$ cat src/hdl/rv32c_pkg.sv
// types, codes and constants of the rv32c execute unit
// used by rv32c_execute_unit and its checker; no dependencies
`default_nettype none

package rv32c_pkg;

  localparam int REG_COUNT = 32;
  localparam int REG_AW    = $clog2(REG_COUNT);
  localparam int IN_W      = 120;
  localparam int OUT_W     = 112;
  localparam logic [31:0] JR_MASK = ~32'd1;

  typedef enum logic [4:0] {
    OP_NOP   = 5'd0,
    OP_ADDI  = 5'd1,
    OP_LI    = 5'd2,
    OP_SRLI  = 5'd3,
    OP_SRAI  = 5'd4,
    OP_ANDI  = 5'd5,
    OP_SUB   = 5'd6,
    OP_XOR   = 5'd7,
    OP_OR    = 5'd8,
    OP_AND   = 5'd9,
    OP_SLLI  = 5'd10,
    OP_MV    = 5'd11,
    OP_ADD   = 5'd12,
    OP_LW    = 5'd13,
    OP_SW    = 5'd14,
    OP_J     = 5'd15,
    OP_JAL   = 5'd16,
    OP_BEQZ  = 5'd17,
    OP_BNEZ  = 5'd18,
    OP_JR    = 5'd19,
    OP_JALR  = 5'd20,
    OP_EBRK  = 5'd21,
    OP_FLW   = 5'd22,
    OP_FLD   = 5'd23,
    OP_FSW   = 5'd24,
    OP_FSD   = 5'd25
  } op_t;

  typedef enum logic [1:0] {
    ST_DONE        = 2'd0,
    ST_UNSUPPORTED = 2'd1,
    ST_BREAK       = 2'd2
  } status_t;

  typedef enum logic [2:0] {
    MK_NONE = 3'd0,
    MK_LW   = 3'd1,
    MK_SW   = 3'd2,
    MK_FLW  = 3'd3,
    MK_FLD  = 3'd4,
    MK_FSW  = 3'd5,
    MK_FSD  = 3'd6
  } mem_kind_t;

  localparam logic MODE_EXEC = 1'b0;
  localparam logic MODE_LOAD = 1'b1;

  // first field in the highest bits
  typedef struct packed {
    logic               load_fault;
    logic [31:0]        load_value;
    logic [31:0]        pc_value;
    logic [2:0]         inst_length;
    logic signed [31:0] imm_value;
    logic [4:0]         src2_reg;
    logic [4:0]         src1_reg;
    logic [4:0]         dest_reg;
    logic [4:0]         operation;
  } in_item_t;

  typedef struct packed {
    logic [4:0]  pad;
    logic [4:0]  fp_reg;
    logic [31:0] store_value;
    logic [31:0] mem_address;
    mem_kind_t   mem_kind;
    logic [31:0] jump_target;
    logic        jump_taken;
    status_t     status;
  } out_item_t;

endpackage

`default_nettype wire

$ cat src/hdl/rv32c_execute_unit.sv
// rv32c execute unit: register file, operand read stage and result stage
// depends on rv32c_pkg
// One transfer is taken every cycle while input ready is high: on acceptance both source operands
// are read from the 32x32 register file (two registered read ports, newest write forwarded) into
// the operand stage; when that stage advances, the result is computed, written to the register
// file and loaded into the output register, which offers it on the output. Input ready drops only
// while both the operand stage and the output register hold a transfer and the output is stalled.
// Every register entry has a valid bit cleared by reset, so no clearing pass is needed.
`default_nettype none

module rv32c_execute_unit (
  input  wire logic                        clk,
  input  wire logic                        rst,
  input  wire logic                        s_axis_tvalid,
  output logic                             s_axis_tready,
  // operation, dest_reg, src1_reg, src2_reg, imm_value, inst_length, pc_value,
  // load_value, load_fault
  input  wire logic [rv32c_pkg::IN_W-1:0]  s_axis_tdata,
  // mode
  input  wire logic [0:0]                  s_axis_tuser,
  output logic                             m_axis_tvalid,
  input  wire logic                        m_axis_tready,
  // status, jump_taken, jump_target, mem_kind, mem_address, store_value, fp_reg, zero pad
  output logic [rv32c_pkg::OUT_W-1:0]      m_axis_tdata
);
  import rv32c_pkg::*;

  logic [31:0]          regs [REG_COUNT];
  logic [REG_COUNT-1:0] reg_valid;

  in_item_t  in_item;
  logic      s1_valid;
  in_item_t  s1_item;
  logic      s1_mode;
  logic [31:0] s1_a;
  logic [31:0] s1_b;
  logic [4:0]  pending_load_dest;
  logic [4:0]  pending_load_dest_next;

  logic      out_valid;
  out_item_t out_item;
  out_item_t res;

  logic        s1_adv;
  logic        in_accept;
  logic        commit;
  logic        wb_req;
  logic [4:0]  wb_addr;
  logic [31:0] wb_data;
  logic        wr_en;
  logic [31:0] rd1_next;
  logic [31:0] rd2_next;

  logic [31:0] sum_ai;
  logic [31:0] sum_pi;
  logic [31:0] link;
  logic [4:0]  sh;

  function automatic logic reg_ok(input logic [4:0] idx);
    reg_ok = (idx != 5'd0) && ({1'b0, idx} < 6'(REG_COUNT));
  endfunction

  assign in_item       = in_item_t'(s_axis_tdata);
  assign s1_adv        = !out_valid || m_axis_tready;
  assign s_axis_tready = !s1_valid || s1_adv;
  assign in_accept     = s_axis_tvalid && s_axis_tready;
  assign commit        = s1_valid && s1_adv;
  assign wr_en         = commit && wb_req && reg_ok(wb_addr);

  // operand read with forwarding of the write in the same cycle
  always_comb begin
    if (!reg_ok(in_item.src1_reg)) begin
      rd1_next = '0;
    end else if (wr_en && wb_addr == in_item.src1_reg) begin
      rd1_next = wb_data;
    end else if (reg_valid[in_item.src1_reg[REG_AW-1:0]]) begin
      rd1_next = regs[in_item.src1_reg[REG_AW-1:0]];
    end else begin
      rd1_next = '0;
    end
    if (!reg_ok(in_item.src2_reg)) begin
      rd2_next = '0;
    end else if (wr_en && wb_addr == in_item.src2_reg) begin
      rd2_next = wb_data;
    end else if (reg_valid[in_item.src2_reg[REG_AW-1:0]]) begin
      rd2_next = regs[in_item.src2_reg[REG_AW-1:0]];
    end else begin
      rd2_next = '0;
    end
  end

  assign sum_ai = s1_a + s1_item.imm_value;
  assign sum_pi = s1_item.pc_value + s1_item.imm_value;
  assign link   = s1_item.pc_value + {29'd0, s1_item.inst_length};
  assign sh     = s1_item.imm_value[4:0];

  always_comb begin
    res                    = '0;
    wb_req                 = 1'b0;
    wb_addr                = s1_item.dest_reg;
    wb_data                = '0;
    pending_load_dest_next = pending_load_dest;
    if (s1_mode == MODE_LOAD) begin
      wb_req  = !s1_item.load_fault;
      wb_addr = pending_load_dest;
      wb_data = s1_item.load_value;
    end else begin
      case (op_t'(s1_item.operation))
        OP_NOP: begin
        end
        OP_ADDI: begin
          wb_req = 1'b1; wb_data = sum_ai;
        end
        OP_LI: begin
          wb_req = 1'b1; wb_data = s1_item.imm_value;
        end
        OP_SRLI: begin
          wb_req = 1'b1; wb_data = s1_a >> sh;
        end
        OP_SRAI: begin
          wb_req = 1'b1; wb_data = $unsigned($signed(s1_a) >>> sh);
        end
        OP_ANDI: begin
          wb_req = 1'b1; wb_data = s1_a & s1_item.imm_value;
        end
        OP_SUB: begin
          wb_req = 1'b1; wb_data = s1_a - s1_b;
        end
        OP_XOR: begin
          wb_req = 1'b1; wb_data = s1_a ^ s1_b;
        end
        OP_OR: begin
          wb_req = 1'b1; wb_data = s1_a | s1_b;
        end
        OP_AND: begin
          wb_req = 1'b1; wb_data = s1_a & s1_b;
        end
        OP_SLLI: begin
          wb_req = 1'b1; wb_data = s1_a << sh;
        end
        OP_MV: begin
          wb_req = 1'b1; wb_data = s1_b;
        end
        OP_ADD: begin
          wb_req = 1'b1; wb_data = s1_a + s1_b;
        end
        OP_LW: begin
          res.mem_kind = MK_LW; res.mem_address = sum_ai;
          pending_load_dest_next = s1_item.dest_reg;
        end
        OP_SW: begin
          res.mem_kind = MK_SW; res.mem_address = sum_ai; res.store_value = s1_b;
        end
        OP_J: begin
          res.jump_taken = 1'b1; res.jump_target = sum_pi;
        end
        OP_JAL: begin
          res.jump_taken = 1'b1; res.jump_target = sum_pi;
          wb_req = 1'b1; wb_addr = 5'd1; wb_data = link;
        end
        OP_BEQZ: begin
          if (s1_a == '0) begin
            res.jump_taken = 1'b1; res.jump_target = sum_pi;
          end
        end
        OP_BNEZ: begin
          if (s1_a != '0) begin
            res.jump_taken = 1'b1; res.jump_target = sum_pi;
          end
        end
        OP_JR: begin
          res.jump_taken = 1'b1; res.jump_target = s1_a & JR_MASK;
        end
        OP_JALR: begin
          res.jump_taken = 1'b1; res.jump_target = s1_a & JR_MASK;
          wb_req = 1'b1; wb_addr = 5'd1; wb_data = link;
        end
        OP_EBRK: begin
          res.status = ST_BREAK;
        end
        OP_FLW: begin
          res.mem_kind = MK_FLW; res.mem_address = sum_ai; res.fp_reg = s1_item.dest_reg;
        end
        OP_FLD: begin
          res.mem_kind = MK_FLD; res.mem_address = sum_ai; res.fp_reg = s1_item.dest_reg;
        end
        OP_FSW: begin
          res.mem_kind = MK_FSW; res.mem_address = sum_ai; res.fp_reg = s1_item.src2_reg;
        end
        OP_FSD: begin
          res.mem_kind = MK_FSD; res.mem_address = sum_ai; res.fp_reg = s1_item.src2_reg;
        end
        default: begin
          res.status = ST_UNSUPPORTED;
        end
      endcase
    end
  end

  always_ff @(posedge clk) begin
    if (wr_en) begin
      regs[wb_addr[REG_AW-1:0]] <= wb_data;
    end
  end

  always_ff @(posedge clk) begin
    if (rst) begin
      reg_valid <= '0;
    end else if (wr_en) begin
      reg_valid[wb_addr[REG_AW-1:0]] <= 1'b1;
    end
  end

  always_ff @(posedge clk) begin
    if (in_accept) begin
      s1_item <= in_item;
      s1_mode <= s_axis_tuser[0];
      s1_a    <= rd1_next;
      s1_b    <= rd2_next;
    end
    if (commit) begin
      out_item <= res;
    end
  end

  always_ff @(posedge clk) begin
    if (rst) begin
      s1_valid          <= 1'b0;
      out_valid         <= 1'b0;
      pending_load_dest <= '0;
    end else begin
      if (s_axis_tready) begin
        s1_valid <= s_axis_tvalid;
      end
      if (s1_adv) begin
        out_valid <= s1_valid;
      end
      if (commit) begin
        pending_load_dest <= pending_load_dest_next;
      end
    end
  end

  assign m_axis_tvalid = out_valid;
  assign m_axis_tdata  = out_item;

endmodule

`default_nettype wire

$ cat config.mk
export PLATFORM = sky130hd
export DESIGN_NAME = rv32c_execute_unit
export DESIGN_NICKNAME = d
export VERILOG_FILES = /design/src/hdl/rv32c_pkg.sv /design/src/hdl/rv32c_execute_unit.sv
export SDC_FILE = /design/constraint.sdc
export NUM_CORES = 2
export LEC_CHECK = 0
export ABC_CLOCK_PERIOD_IN_PS = 11350
export BUFFER_PORTS_ARGS = -buffer_cell sky130_fd_sc_hd__buf_2
export CAP_MARGIN = 20
export CORE_MARGIN = 2
export CORE_UTILIZATION = 63
export CTS_CLUSTER_DIAMETER = 120
export DETAILED_ROUTE_END_ITERATION = 12
export PLACE_DENSITY = 0.81
export SLEW_MARGIN = 20
export SYNTH_ARGS = -nofsm -noshare
export SYNTH_HDL_FRONTEND = slang
export SYNTH_SLANG_ARGS = --single-unit
$ cat constraint.sdc
create_clock -name clk -period 11.35 [get_ports clk]
set_input_delay 0.5675 -clock clk [delete_from_list [all_inputs] [get_ports clk]]
set_output_delay 0.5675 -clock clk [all_outputs]
set_load 0.01 [all_outputs]
==> Word level (Yosys, flattened, before mapping) <==
Memories as Yosys holds them, arrays and structs flattened.
Index checks and enable logic that the tools add are counted.
{ "classes": {"magnitude_cmp": 4, "addsub": 5, "n_eq_ne": 27, "reduce_logical": 27, "muxes": 24, "n_shift": 3, "n_bitwise": 7} }
{ "ops": {"columns": ["op", "count"], "rows": [
  ["$pmux W32 S13", 1],
  ["$pmux W35 S6", 1],
  ["$mux W32", 5],
  ["$pmux W33 S4", 1],
  ["$add A32 B32 Y32", 3],
  ["$mux W33", 2],
  ["$and A32 B32 Y32", 2],
  ["$or A32 B32 Y32", 2],
  ["$eq A5 B5 Y1 const B", 10],
  ["$eq A5 B4 Y1 const B", 8],
  ["$add A32 B3 Y32", 1],
  ["$logic_not A32 Y1", 1],
  ["$reduce_bool A32 Y1", 1],
  ["$shl A32 B5 Y32", 1],
  ["$shr A32 B5 Y32", 1],
  ["$sshr A32 B5 Y32", 1],
  ["$sub A32 B32 Y32", 1],
  ["$xor A32 B32 Y32", 1],
  ["$reduce_or A25 Y1", 1],
  ["$eq A5 B3 Y1 const B", 4],
  ["$lt A5 B6 Y1 const B", 3],
  ["$reduce_bool A5 Y1", 3],
  ["$reduce_or A14 Y1", 1],
  ["$reduce_or A2 Y1", 6],
  ["other kinds (16)", 36]
]} }
{ "totals": {"mem_bits_rw": 1024, "reg_bits": 326, "output_inout_bits": 114, "n_memories": 1, "in_bits": 125} }
{ "memory_table": {"columns": ["memory", "words", "word_bits", "read_ports", "rd_clocked_by_memory_dff", "wr", "line_no", "text"], "rows": [
  ["regs", 32, 32, 2, 0, 1, "rv32c_execute_unit.sv:28", "logic [31:0] regs [REG_COUNT];"]
]} }

==> Depth between registers and ports, before layout <==
{ "logic_depth": {"ltp_word": 9, "ltp_mapped": 21} }

==> Worst setup path before layout <==
OpenSTA, ideal clock, no wires.
{ "synth_timing": {"path_kind": "in2reg", "from": "input m_axis_tready", "to": "memory regs[25][0] (enable)", "n_path_buf": 0, "path_stages": 5, "arrival_time_ns": 8.468, "t_required_ns": 10.887, "setup_slack_ns": 2.418, "cell_sequence": "nor2b_1 -> nor2b_1 -> a21boi_1 -> nand3_1 -> nor3_1"} }
{ "synth_via": {"elab_chain_len": 6} }
{ "synth_lines": {"columns": ["item", "line_no", "text"], "rows": [
  ["start: declaration", "rv32c_execute_unit.sv:22", "input wire logic m_axis_tready,"],
  ["$logic_or A1 B1 Y1", "rv32c_execute_unit.sv:64", "assign s1_adv = !out_valid || m_axis_tready;"],
  ["$logic_and A1 B1 Y1", "rv32c_execute_unit.sv:67", "assign commit = s1_valid && s1_adv;"],
  ["named net commit", "rv32c_execute_unit.sv:46", "logic commit;"],
  ["$logic_and A1 B1 Y1 (2 in a row)", "rv32c_execute_unit.sv:68", "assign wr_en = commit && wb_req && reg_ok(wb_addr);"],
  ["$mux W1", "rv32c_execute_unit.sv:201", "if (wr_en) begin"],
  ["$mux W1 (not written as such)", "rv32c_execute_unit.sv:202", "regs[wb_addr[REG_AW-1:0]] <= wb_data;"],
  ["end: declaration", "rv32c_execute_unit.sv:28", null]
]} }
The timed path passes the listed nets, and every way through them passes these cells.

==> Final worst setup path <==
{ "layout_timing": {"from": "register s1_b[7]", "to": "memory regs[28][28] (data pin)"} }
{ "layout_via": {"elab_chain_len": 3, "elab_cells_between_ends": 4, "classes_between": "2 x add/sub; 2 x mux"} }
{ "layout_lines": {"columns": ["item", "line_no", "text"], "rows": [
  ["start: declaration", "rv32c_execute_unit.sv:36", "logic [31:0] s1_b;"],
  ["start signal: assignment", "rv32c_execute_unit.sv:219", "s1_b <= rd2_next;"],
  ["$add A32 B32 Y32 or $sub A32 B32 Y32 (tied branches)", "rv32c_execute_unit.sv:145, rv32c_execute_unit.sv:127", null],
  ["$pmux W32 S13 *", "rv32c_execute_unit.sv:108", "case (op_t'(s1_item.operation))"],
  ["$mux W32 *", "rv32c_execute_unit.sv:103", "if (s1_mode == MODE_LOAD) begin"],
  ["named net wb_data[28]", "rv32c_execute_unit.sv:49", "logic [31:0] wb_data;"]
]} }
Mark *: on every way through the listed nets, which the timed path passes. The rest lies on a longest branch.

==> summary.md <==
| Metric | Value |
|---|---|
| Outcome | `finished, final reports clean` |
| Largest net degree at the start of global routing | `118` |
| Routed Antenna Nets | `0` |
| Max_cap viols | `0` |
| Die X | `344 um` |
| Post-Syn Instances | `4872` |
| Worst Path Arrival | `around 7.0 ns` |
| Syn avg cell area | `~15 um2` |
| Layout cells sized above 1 | `25.4%` |
| Psw | `3100 uW` |
| #FFs+latches synth | `1350` |
| CTS tree | `done` |
| Clk pwr share | `38.8%` |
| DR WL/cell | `39.6 um` |
| CP max-delay cell | `a22oi_1` |
| Fin crit period | `6.64 ns` |
| Synth Area in Simple Gates | `5.91%` |
| Adder-cell area share of the yosys netlist | `2.45%` |
| Gr usage total | `45.4%` |
| Sw frac | `26.2%` |
| Clock buffer depth | `3` |
| EDFF count, synth | `1311` |
| Proportion of synthesized area in mux cells | `approximately 22%` |
| CTS Buf Count | `about 140` |
| Initial core utilization | `63.5%` |
| Main combinational cell family by area after synthesis | `multiplexers` |
| Max Fclk | `around 150 MHz` |
| Post-synthesis compound-gate area fraction | `9.05%` |
| Xor/xnor share of the synthesized area | `1.81%` |
| Clock Sinks | `1350` |
| RSZ-0062 raised after global routing | `no` |
| Final setup fails | `0` |
| Global-route wire length before repair | `around 380000 um` |
| Worst hold path class | `in2reg` |
| Setup Crit Path Kind | `reg2reg` |
| Comb pwr share | `13.3%` |
| Core Region | `roughly 0.11 mm2` |
| GRT overflow | `0` |
| Crit. End Element | `register` |
| Initial antenna violation count | `9` |
| Power density cells | `146 mW/mm2` |
| Least-Margin Pin Slew | `around 1.2 ns` |
| Final Hold Viols | `0` |
| Slew headroom | `around a fifth` |
| Final Net Count | `5415` |
| Detailed router's first-iteration violation count | `between 9000 and 10000` |
| Via count | `roughly 53000` |
| CP Max Fanout | `32` |
| Crit path largest cell delay | `0.66 ns` |
| Port Buf Inserts | `233` |
| IO Pins | `around 240` |
| Most frequent CP cell | `a21oi_1` |
| Initial DRT Pass Iterations | `9` |
| CP top delay family | `compound AO/OA/AOI/OAI gates` |
| DP HPWL | `156000 um` |
| Maximum vdd ir drop | `0.167 mV` |
| Worst Clk Skew | `0.0420 ns` |
| Leakage | `0.0278 uW` |
| Seq pwr share | `between 40% and 50%` |
| Area growth, synth to finish | `11.6%` |
| Die height | `344 um` |
| Mapped Area | `0.0726 mm2` |
| Final setup margin | `4.71 ns` |
| Dpl ws | `between 4 and 5 ns` |
| Hold_sp | `s_axis_tdata[30]` |
| Synth cell types | `107` |
| Ordered cell list for the critical path | `or3_1 > or3_1 > or2_1 > nor2_1 > nand2_1 > nor3_1 > a31oi_1 > xnor2_1 > ha_1 > a21oi_1 > o21bai_1 > a21oi_1 > o21ai_0 > a21oi_1 > o31ai_1 > xnor2_1 > o211ai_1 > a22oi_1 > inv_1` |
| Die Area | `0.118 mm2` |
| Crit share post-route | `58.5%` |
| CTS Root Cell | `clkbuf_16` |
| Setup TNS Final | `0 ns` |
| Fin Hold WS | `0.0302 ns` |
| Crit path buffers/inverters | `1` |
| Ys Warns | `0` |
| Final Util | `70.9%` |
| DRC violations left | `0` |
| Drt via density | `just under 8` |
| Row cnt | `124` |
| Crit path required time | `11.67 ns` |
| Resize count post-CTS | `0` |
| WL final | `~270000 um` |
| Worst setup startpoint | `s1_b[7]$_SDFFCE_PN0P_` |
| Crit start category | `register` |
| Max-slew violations | `0` |
| Post-synthesis async set-or-reset flop share | `0%` |
| Later-pin clock latency in the skew report | `0.79 ns` |
| CTS H-tree lvls | `4` |
| Number of global-route vias before repair | `between 50000 and 60000` |
| FF-to-FF Start | `s1_b[7]$_SDFFCE_PN0P_` |
| Top_reg_cell synth | `edfxtp_1` |
| Cell Int Power | `8750 uW` |
| Sequential fraction of the synthesis area | `55.3%` |
| Reg clk slew, reported paths | `0.06 ns` |
| Routability Congestion | `1.08` |
==> cells in the mapped netlist, types with 10 or more instances <==
library cell,number,area [um2]
edfxtp_1,1311,39400
mux4_2,610,13700
nor2_1,333,1250
nand2_1,252,946
a21oi_1,206,1030
clkbuf_1,206,773
mux2i_1,180,1800
o21ai_0,152,761
ha_1,136,1700
inv_1,116,435
xnor2_1,99,867
buf_2,92,460
o22ai_1,66,413
mux2_2,63,709
a21o_1,58,435
nand3_1,57,285
a22oi_1,51,383
nor4_1,51,319
xor2_1,51,447
o211ai_1,49,368
a221oi_1,47,412
a211oi_1,46,345
dfxtp_1,39,781
nor3_1,38,190
buf_4,36,270
a22o_1,33,289
a31oi_1,32,200
o221ai_1,32,280
and2_1,30,188
nand2b_1,29,181
nor2b_1,26,163
buf_1,24,90.1
nand4_1,24,150
o21a_1,23,173
o2111ai_1,21,184
or3_1,17,106
and3_1,16,100
o31ai_1,15,113
o21ai_1,14,70.1
buf_6,12,135
o2bb2ai_1,11,96.3
o21bai_1,10,75.1
or2_2,10,62.6
==> metal layers <==
metal / GRT usage, % / vias up / wire length (um)
li1: - / 20400 / -
met1: 54.4 / 26100 / 82500
met2: 69.6 / 5497 / 121000
met3: 15.0 / 1522 / 40100
met4: 33.1 / 12 / 24400
met5: 0 / - / 82
==> registers in the layout, summed over array words and instances, names as in the netlist <==
name and count:
m_axis_tdata 107, m_axis_tvalid 1, pending_load_dest 5, reg_valid 32, regs 1024, s1_a 32, s1_b 32, s1_item 115
s1_mode 1, s1_valid 1
==> repair_timing <==
item / in CTS / in global routing
hold buffers: 108 / 0
setup endpoints to repair: 0 / 0
buffers inserted: 0 / 0
endpoints found under the hold margin: 108 / 0
==> power by group through the flow <==
| stage | registers [uW] | logic [uW] | clock network (uW) |
|---|---|---|---|
| 2_1_floorplan | 5750 | 986 | 0 |
| 3_3_place_gp | 5770 | 1430 | 0 |
| 3_5_place_dp | 5770 | 1460 | 0 |
| 4_1_cts | 5670 | 1510 | 4580 |
| 5_1_grt | 5680 | 1640 | 4750 |
| 6_report | 5680 | 1580 | 4590 |
==> metrics by stage <==
stage	std cells	total power (uW)	cell area, um2
global route	6771	12100	81000
finish	6778	11900	81100
CTS	6770	11800	81000
global placement	6414	7200	75500
floorplan	4908	6740	72800
detailed placement	6414	7230	75500
==> worst register-to-register path: stages (launching register included) <==
cell and delay [ns]:
edfxtp_1 0.49, or3_1 0.39, or3_1 0.33, or2_1 0.24, nor2_1 0.32, nand2_1 0.21
nor3_1 0.54, a31oi_1 0.18, xnor2_1 0.17, ha_1 0.45, a21oi_1 0.26, o21bai_1 0.09
a21oi_1 0.30, o21ai_0 0.29, a21oi_1 0.21, o31ai_1 0.10, xnor2_1 0.18, o211ai_1 0.13
a22oi_1 0.66, inv_1 0.65
==> layout by cell type (no fill, tap or decap), drive strengths merged, types with 23 or more instances in the layout <==
| cell type | synthesis | layout |
|---|---|---|
| o211ai | 49 | 49 |
| o21a | 23 | 23 |
| nand2b | 29 | 29 |
| nor4 | 52 | 52 |
| a211oi | 47 | 47 |
| a31oi | 33 | 33 |
| nand3 | 57 | 57 |
| conb | 1 | 37 |
| o221ai | 32 | 32 |
| dfxtp | 39 | 39 |
| a22o | 33 | 33 |
| inv | 117 | 125 |
| mux2 | 64 | 64 |
| a21oi | 207 | 207 |
| nand2 | 252 | 252 |
| edfxtp | 1311 | 1311 |
| mux2i | 180 | 180 |
| nor3 | 40 | 40 |
| xor2 | 51 | 51 |
| xnor2 | 99 | 99 |
| a221oi | 47 | 47 |
| and2 | 30 | 30 |
| a21o | 58 | 58 |
| clkinv | 0 | 52 |
| nand4 | 24 | 24 |
| clkbuf | 211 | 173 |
| ha | 136 | 136 |
| nor2b | 26 | 26 |
| o22ai | 67 | 67 |
| dlygate4sd3 | 0 | 108 |
| buf | 165 | 370 |
| o21ai | 169 | 169 |
| a22oi | 52 | 52 |
| mux4 | 611 | 611 |
| nor2 | 338 | 338 |
==> layout make-up <==
type                    count  area (um2)
flip-flops and latches   1350       40100
fillers                  6909       33300
multi-input cells        3065       30800
clock buffers             173        3620
repair buffers            478        3370
well taps                1512        1890
clock inverters            75         818
inverters                 117         439
diodes                      8        20.0
==> logic make-up after synthesis <==
| family | count (synthesis) |
|---|---|
| DFF | 1350 |
| AOI/OAI and AO/OA | 961 |
| and+or+nand+nor | 922 |
| muxes | 855 |
| buffers and inverters | 493 |
| xor gates and xnor gates | 150 |
| adders and majority gates | 140 |
| other | 1 |
==> path summary, 6_finish.rpt <==
check	endpoint	slack, ns	cells past startpoint
setup reg to reg	regs[28][28]$_DFFE_PP_	4.71	19
hold reg to reg	reg_valid[22]$_SDFFE_PP0P_	0.50	2
hold / removal	s1_item[30]$_DFFE_PP_	0.03	1
setup / recovery	regs[28][28]$_DFFE_PP_	4.71	19
(Power assumes the default switching activity.)
